--- src/design/grid_ray_obstacle_cast_assert.svh ---
// assertion macros for the ray caster top level
`ifndef GRID_RAY_OBSTACLE_CAST_ASSERT_SVH
`define GRID_RAY_OBSTACLE_CAST_ASSERT_SVH
`ifndef SYNTHESIS
`define GRO_ASSERT_IMPL(lbl, clk, rst_n, a, b) \
    lbl: assert property (@(posedge clk) disable iff (!rst_n) (a) |-> (b)) \
    else $error("assertion failed");
`define GRO_ASSERT_NEXT(lbl, clk, rst_n, a, b) \
    lbl: assert property (@(posedge clk) disable iff (!rst_n) (a) |=> (b)) \
    else $error("assertion failed");
`else
`define GRO_ASSERT_IMPL(lbl, clk, rst_n, a, b)
`define GRO_ASSERT_NEXT(lbl, clk, rst_n, a, b)
`endif
`endif

--- src/design/gro_pkg.sv ---
// shared types, constants and helpers of the ray caster
package gro_pkg;

    localparam int MAP_DIM = 256;
    localparam int MAP_AW  = $clog2(MAP_DIM);
    localparam int CELL_W  = 13;
    localparam int LIM_W   = 9;
    localparam int RAD_W   = 26;
    localparam int ROOT_W  = 13;
    localparam int RANGE_W = 14;

    localparam logic ACT_WRITE = 1'b0;
    localparam logic ACT_CAST  = 1'b1;

    localparam logic REG_MAP_WIDTH  = 1'b0;
    localparam logic REG_MAP_HEIGHT = 1'b1;

    localparam logic signed [RANGE_W-1:0] RANGE_NO_HIT = -14'sd16;

    typedef enum logic [3:0] {
        S_IDLE,
        S_START,
        S_CHECK,
        S_RD,
        S_HIT,
        S_SQX,
        S_SQY,
        S_ROOT_GO,
        S_ROOT,
        S_DONE
    } state_t;

    // q.4 to cell: add one half, truncate toward zero
    function automatic logic signed [CELL_W-1:0] to_cell(input logic signed [15:0] v);
        logic signed [16:0] t;
        logic signed [17:0] u;
        t = {v[15], v} + 17'sd8;
        u = t[16] ? ({t[16], t} + 18'sd15) : {t[16], t};
        return u[16:4];
    endfunction

endpackage

--- src/design/gro_isqrt.sv ---
// iterative integer square root, two radicand bits per cycle, rounded to nearest
module gro_isqrt (
    input  logic                          aclk,
    input  logic                          aresetn,
    input  logic                          start,
    input  logic [gro_pkg::RAD_W-1:0]     radicand,
    output logic                          done,
    output logic [gro_pkg::ROOT_W-1:0]    root
);

    logic [gro_pkg::RAD_W-1:0] rem_reg, rem_next;
    logic [gro_pkg::RAD_W-1:0] res_reg, res_next;
    logic [gro_pkg::RAD_W-1:0] bit_reg, bit_next;
    logic                      done_reg, done_next;
    logic [gro_pkg::RAD_W-1:0] trial;
    logic [gro_pkg::RAD_W-1:0] rounded;

    assign trial = res_reg + bit_reg;

    always_comb begin
        rem_next  = rem_reg;
        res_next  = res_reg;
        bit_next  = bit_reg;
        done_next = 1'b0;
        if (start) begin
            rem_next = radicand;
            res_next = '0;
            bit_next = {2'b01, {(gro_pkg::RAD_W-2){1'b0}}};
        end else if (bit_reg != '0) begin
            if (rem_reg >= trial) begin
                rem_next = rem_reg - trial;
                res_next = (res_reg >> 1) + bit_reg;
            end else begin
                res_next = res_reg >> 1;
            end
            bit_next  = bit_reg >> 2;
            done_next = (bit_next == '0);
        end
    end

    always_ff @(posedge aclk) begin
        if (!aresetn) begin
            bit_reg  <= '0;
            done_reg <= 1'b0;
        end else begin
            bit_reg  <= bit_next;
            done_reg <= done_next;
        end
        rem_reg <= rem_next;
        res_reg <= res_next;
    end

    assign rounded = (rem_reg > res_reg) ? res_reg + 1'b1 : res_reg;
    assign root    = rounded[gro_pkg::ROOT_W-1:0];
    assign done    = done_reg;

endmodule

--- config.mk ---
export PLATFORM = sky130hd
export DESIGN_NAME = gro_isqrt
export DESIGN_NICKNAME = d
export VERILOG_FILES = /design/src/design/grid_ray_obstacle_cast_assert.svh /design/src/design/gro_pkg.sv /design/src/design/gro_isqrt.sv
export SDC_FILE = /design/constraint.sdc
export NUM_CORES = 1
export LEC_CHECK = 0
export ABC_CLOCK_PERIOD_IN_PS = 8100
export BUFFER_PORTS_ARGS = -buffer_cell sky130_fd_sc_hd__buf_2
export CORE_MARGIN = 3
export CORE_UTILIZATION = 50
export CTS_CLUSTER_SIZE = 28
export DETAILED_ROUTE_END_ITERATION = 16
export GPL_TIMING_DRIVEN = 0
export MAX_ROUTING_LAYER = met4
export PLACE_DENSITY = 0.66
export SKIP_LAST_GASP = 1
export SLEW_MARGIN = 10
export SYNTH_ARGS = -nofsm -noshare
export SYNTH_HDL_FRONTEND = slang
export SYNTH_SLANG_ARGS = --single-unit
--- constraint.sdc ---
create_clock -name aclk -period 8.1 [get_ports aclk]
set_input_delay 2.43 -clock aclk [delete_from_list [all_inputs] [get_ports aclk]]
set_output_delay 2.43 -clock aclk [all_outputs]
set_load 0.005 [all_outputs]
==> Word level (Yosys, flattened, before mapping) <==
Cells that the tools add are included.
{ "totals": {"regBits": 66, "in_bits": 29, "out_inout_bits": 14} }
{ "classes": {"addsub": 4, "order_cmp": 2, "muxes": 7, "bitwise": 2, "reduce_logical": 7} }
{ "ops": {"columns": ["operator", "count"], "rows": [
  ["$mux 26", 4],
  ["$mux 25", 2],
  ["$add 25x25->26", 1],
  ["$add 26x25->26", 1],
  ["$ge 26x26->1", 1],
  ["$gt 26x26->1", 1],
  ["$logic_not 26->1", 1],
  ["$reduce_bool 26->1", 1],
  ["$sub 26x26->26", 1],
  ["$add 13x1->13 const B", 1],
  ["$mux 13", 1],
  ["$reduce_bool 2->1", 2],
  ["$reduce_or 3->1", 1],
  ["$not 1->1", 2],
  ["$reduce_and 2->1", 1],
  ["$reduce_or 2->1", 1]
]} }

==> Longest topological paths before layout <==
{ "depth": {"ltp_word": 5, "depth_mapped": 20, "depth_no_buf": 17} }

==> Worst setup path after synthesis <==
No wires, ideal clock.
{ "synth_timing": {"path_kind": "flip-flop to flip-flop", "from": "register res_reg[0] in the netlist's numbering", "to": "register rem_reg[0] in the netlist's numbering, enable pin", "setup_time_ns": 0.445, "arrival_time_ns": 5.244, "t_required_ns": 7.655, "path_slack_ns": 2.411, "stages_incl_launch_ff": 18, "path_buffers": 0, "cell_sequence": "dfxtp_1 ha_1 ha_1 a21o_1 a31o_1 a31o_2 a21o_1 a21o_1 mux2i_1 a2111oi_0 ha_1 nand2_1 nand2b_1 a211oi_1 o31ai_1 a21o_1 nor2_1 o21ai_0"} }
{ "synth_between": {"elab_chain_len": 4} }
{ "synth_rtl": {"columns": ["element", "line_no", "rtl"], "rows": [
  ["start, declared", "gro_isqrt.sv:12", "logic [gro_pkg::RAD_W-1:0] res_reg, res_next;"],
  ["start signal, assigned", "gro_isqrt.sv:50", "res_reg <= res_next;"],
  ["$add 26x25->26", "gro_isqrt.sv:18", "assign trial = res_reg + bit_reg;"],
  ["$ge 26x26->1", "gro_isqrt.sv:30", "if (rem_reg >= trial) begin"],
  ["$reduce_bool 2->1 (no source line)", null, null],
  ["$reduce_and 2->1 (no source line)", null, null],
  ["end signal, assigned", "gro_isqrt.sv:49", "rem_reg <= rem_next;"],
  ["end, declared", "gro_isqrt.sv:11", "logic [gro_pkg::RAD_W-1:0] rem_reg, rem_next;"]
]} }
Every way passes these cells.
A chain may end at the register's enable or synchronous reset.

==> Worst setup path in the final report <==
{ "layout_timing": {"from": "register res_reg[7] in the netlist's numbering", "to": "output root[12] in the netlist's numbering"} }
{ "layout_between": {"elab_chain_len": 2, "word_cells_on_any_way": 3, "cone_classes": "1 x add/sub; 1 x order compare; 1 x mux"} }
{ "layout_rtl": {"columns": ["element", "line_no", "rtl"], "rows": [
  ["$gt 26x26->1 or $add 13x1->13 (tied branches)", "gro_isqrt.sv:53", "assign rounded = (rem_reg > res_reg) ? res_reg + 1'b1 : res_reg;"],
  ["$mux 13 *", "gro_isqrt.sv:53", null],
  ["end, declared", "gro_isqrt.sv:8", "output logic [gro_pkg::ROOT_W-1:0] root"]
]} }
Every way passes the cells marked *; elsewhere a longest branch is shown, timed or not.

==> key figures <==
Synthesis
  – Sequential share of the synthesized area: between 20% and 30%
  – Syn Area/Cell: between 8 and 9 um^2
  – Largest cells by area after synthesis: ha_1 15%, dfxtp_1 12%, edfxtp_1 11%
  – Post-synth EDFFs: 26
  – Yosys cell types: 76
  – Synthesized area: approximately 6800 um^2
  – Main flop type after synthesis: dfxtp_1
  – Post-Synthesis Cells: 847
  – Cell taking the most area after synthesis: ha_1
  – #FFs+latches synth: 66
  – Synth top area share: around 15%
  – Yosys warning total: 0
  – Async S/R FF share, synth: 0%
  – Post-Synthesis Net Count: around 960

Global routing
  – Routing usage on met1: a little over two fifths
  – Global-route wire length before repair: between 30 and 40 mm
  – Largest net degree at the start of global routing: 26
  – All-Layer GR Usage: between 30% and 40%
  – M2 GR Usage: around 49%
  – Initial antenna violation count: 0
  – Overflow left after global routing: 0
  – GR met3 Demand/Resource: approximately 7.8%
  – Vias in the first global route: ~6700
  – Global routing's busiest layer: met2

Timing
  – Max transition margin: a little under a third
  – Skew final: 0.0121 ns
  – RSZ-0062 raised after global routing: false
  – Fin crit share: 71.4%
  – Final Worst Setup Slack: 2.32 ns
  – Final Hold Fails: 0
  – Final setup viols: 0
  – Fin. max-slew vios: 0
  – Worst slew pin tran: approximately 1.0 ns
  – Minimum clock period: a little under 6 ns
  – TNS Setup: 0 ns
  – Peak Freq: about 170 MHz

Place
  – I/O Buffers: slightly above 40
  – DP Worst Slack: around 2.7 ns
  – Post-DP HPWL: ~18 mm
  – Routability cong.: between 0.9 and 1

Clock tree
  – CTS Sinks: 66
  – Post-CTS setup buffer count: 0
  – CTS Root Buffer Type: clkbuf_16
  – Reg clk slew, reported paths: 0.07 ns
  – Post-CTS resize count: 0
  – H-tree depth: 3
  – Clk_lat worst skew: 0.36 ns
  – CTS tree: done
  – CTS Hold Bufs: 0
  – CTS max path bufs: 2
  – Cts bufs inserted: 9

Floorplanning
  – Die X: 123 um
  – Cell Rows: ~40
  – I/O pins: between 40 and 50
  – Initial Util: approximately 52%
  – Die Footprint: roughly 15000 um^2
  – DIE HEIGHT: about 120 um
  – Core Area: 13000 um^2

Power and ir drop
  – Leakage power: between 2 and 3 nW
  – VDD IR max: between 0.1 and 0.15 mV
  – Pwr Density: approximately 190 nW/um^2

Routing
  – Final antenna-violating net count: 0
  – DR WL/cell: around 22 um
  – Detailed-route via count: around 7000
  – Post-Route WL: about 23 mm
  – Vias per cell: approximately 6.5
  – 1st-iter DRT viols: approximately 660
  – Residual DRC count: 0
  – Pre-antenna DRT Iters: 7

Finish
  – Area Overhead vs Synth: 11.1%
  – Final Core Density: roughly three fifths
  – Number of fill cells: ~1200
  – Multi-input gate area: approximately 4900 um^2
  – Final nets: roughly 1000
  – Register Area: approximately 1600 um^2
  – ANT cells: 0
  – Layout cell share with drive strength beyond 1: between 10% and 20%

Setup path
  – WP data arrival: 3.35 ns
  – Crit-path cells: clkbuf_1, inv_1, ha_1, nand4_1, o21ai_0, a221oi_1, o21ai_1, a21oi_1, buf_2, nor3_1, xnor2_1, buf_2
  – Startpoint Class: flop
  – Reg2Reg Setup Slack: roughly 2.8 ns
  – Req. time, crit path: between 5 and 6 ns
  – Reg2reg end: res_reg[22]
  – R2R Path Start: res_reg[0]
  – Slowest stage delay, CP: 0.50 ns
  – Critical path's most frequent cell: buf_2
  – WS Path Type: reg2out
  – Kind of end point of the critical path: output port
  – Slowest cell on crit path: clkbuf_1
  – CP Max Fanout: 10
  – Worst r2r path cells: 17

Run status
  – Status: complete, no violations

Min path
  – Hold/Removal Path Class: reg2reg
  – Min-delay src: res_reg[25]
  – WHS Endpoint: res_reg[25]
  – WHS Path Cells: 2

Flow run
  – Max Cap Violations: 0
-- final cells by class --
type	count	area share [%]
Inverter	42	2.09
Tap cell	172	2.85
Multi-Input combinational cell	697	64.6
Buffer	42	2.53
Clock inverter	6	0.828
Timing Repair Buffer	42	2.98
Clock buffer	10	3.16
Sequential cell	66	20.9
-- worst max-delay path, delay by kind of cell, from the launching register on --
kind                     cells  cell delay [ns]
XOR/XNOR                     1             0.19
adder cells (fa/ha/maj)      1             0.31
AO/OA/AOI/OAI                4             0.83
flip-flops                   1             0.42
AND/OR/NAND/NOR              2             0.21
buffers and inverters        4             1.04
-- cells in the mapped netlist, drive strengths merged, types with 13 or more instances --
| master | count |
|---|---|
| a211oi | 15 |
| a21o | 26 |
| a21oi | 47 |
| a31oi | 22 |
| buf | 13 |
| clkbuf | 29 |
| dfxtp | 40 |
| edfxtp | 26 |
| ha | 81 |
| inv | 41 |
| nand2 | 73 |
| nand3 | 46 |
| nand4 | 17 |
| nor2 | 55 |
| nor3 | 36 |
| nor4 | 22 |
| o21ai | 61 |
| xnor2 | 37 |
| xor2 | 18 |
-- cell usage in the layout, fill, tap and decap left out, drive strengths merged, types with 8 or more instances in the layout --
master,Yosys,routed
xnor2,37,37
nand2,73,73
a31oi,22,22
o21a,9,9
ha,81,81
nor2,55,55
a211oi,15,15
buf,13,55
clkbuf,29,39
and3,8,8
inv,41,44
xor2,18,18
and2,11,11
dfxtp,40,40
nand4,17,17
edfxtp,26,26
a21oi,47,47
o21ai,61,61
nor4,22,22
nand3,46,46
a32oi,8,8
nor3,36,36
a21o,26,26
-- cell families after synthesis --
| group | after synthesis | synth area share [%] |
|---|---|---|
| flops | 66 | 23.2 |
| fa+ha+maj | 82 | 15.2 |
| xor+xnor | 55 | 7.08 |
| compound gates | 260 | 26.5 |
| buf+inv | 84 | 5.13 |
| simple gates | 293 | 21.7 |
| mux | 7 | 1.08 |
-- per-stage QoR --
stage	total power, W	instance area, um^2	instances	hold WS, ns
after global routing	0.00151	7560	1077	0.558
final	0.00144	7560	1077	0.525
after global placement	0.000997	7230	1060	0.498
after detailed placement	0.00101	7260	1061	0.519
after CTS	0.00142	7560	1077	0.530
after floorplan	0.000844	6810	847	0.478
-- worst max path at each step --
stage,startpoint,to,slack (ns),cells after the start
after floorplan,res_reg[0],rem_reg[0],2.41,17
after global placement,res_reg[0],rem_reg[3],0.50,17
after detailed placement,res_reg[23],root[9],2.73,12
after CTS,res_reg[23],root[9],2.35,12
after global routing,res_reg[23],root[10],2.18,12
final,res_reg[7],root[12],2.32,12
-- routing by layer --
metal	up-vias	routed length [um]
met5	-	0
met4	0	714
met3	58	1930
met2	358	10200
met1	3263	10300
li1	3309	-
-- report_power, final --
group | internal (W) | switching (W)
sequential | 0.000392 | 0.0000322
clock | 0.000247 | 0.000168
combinational | 0.000227 | 0.000371
No activity file was read; power rests on OpenSTA's default activity.
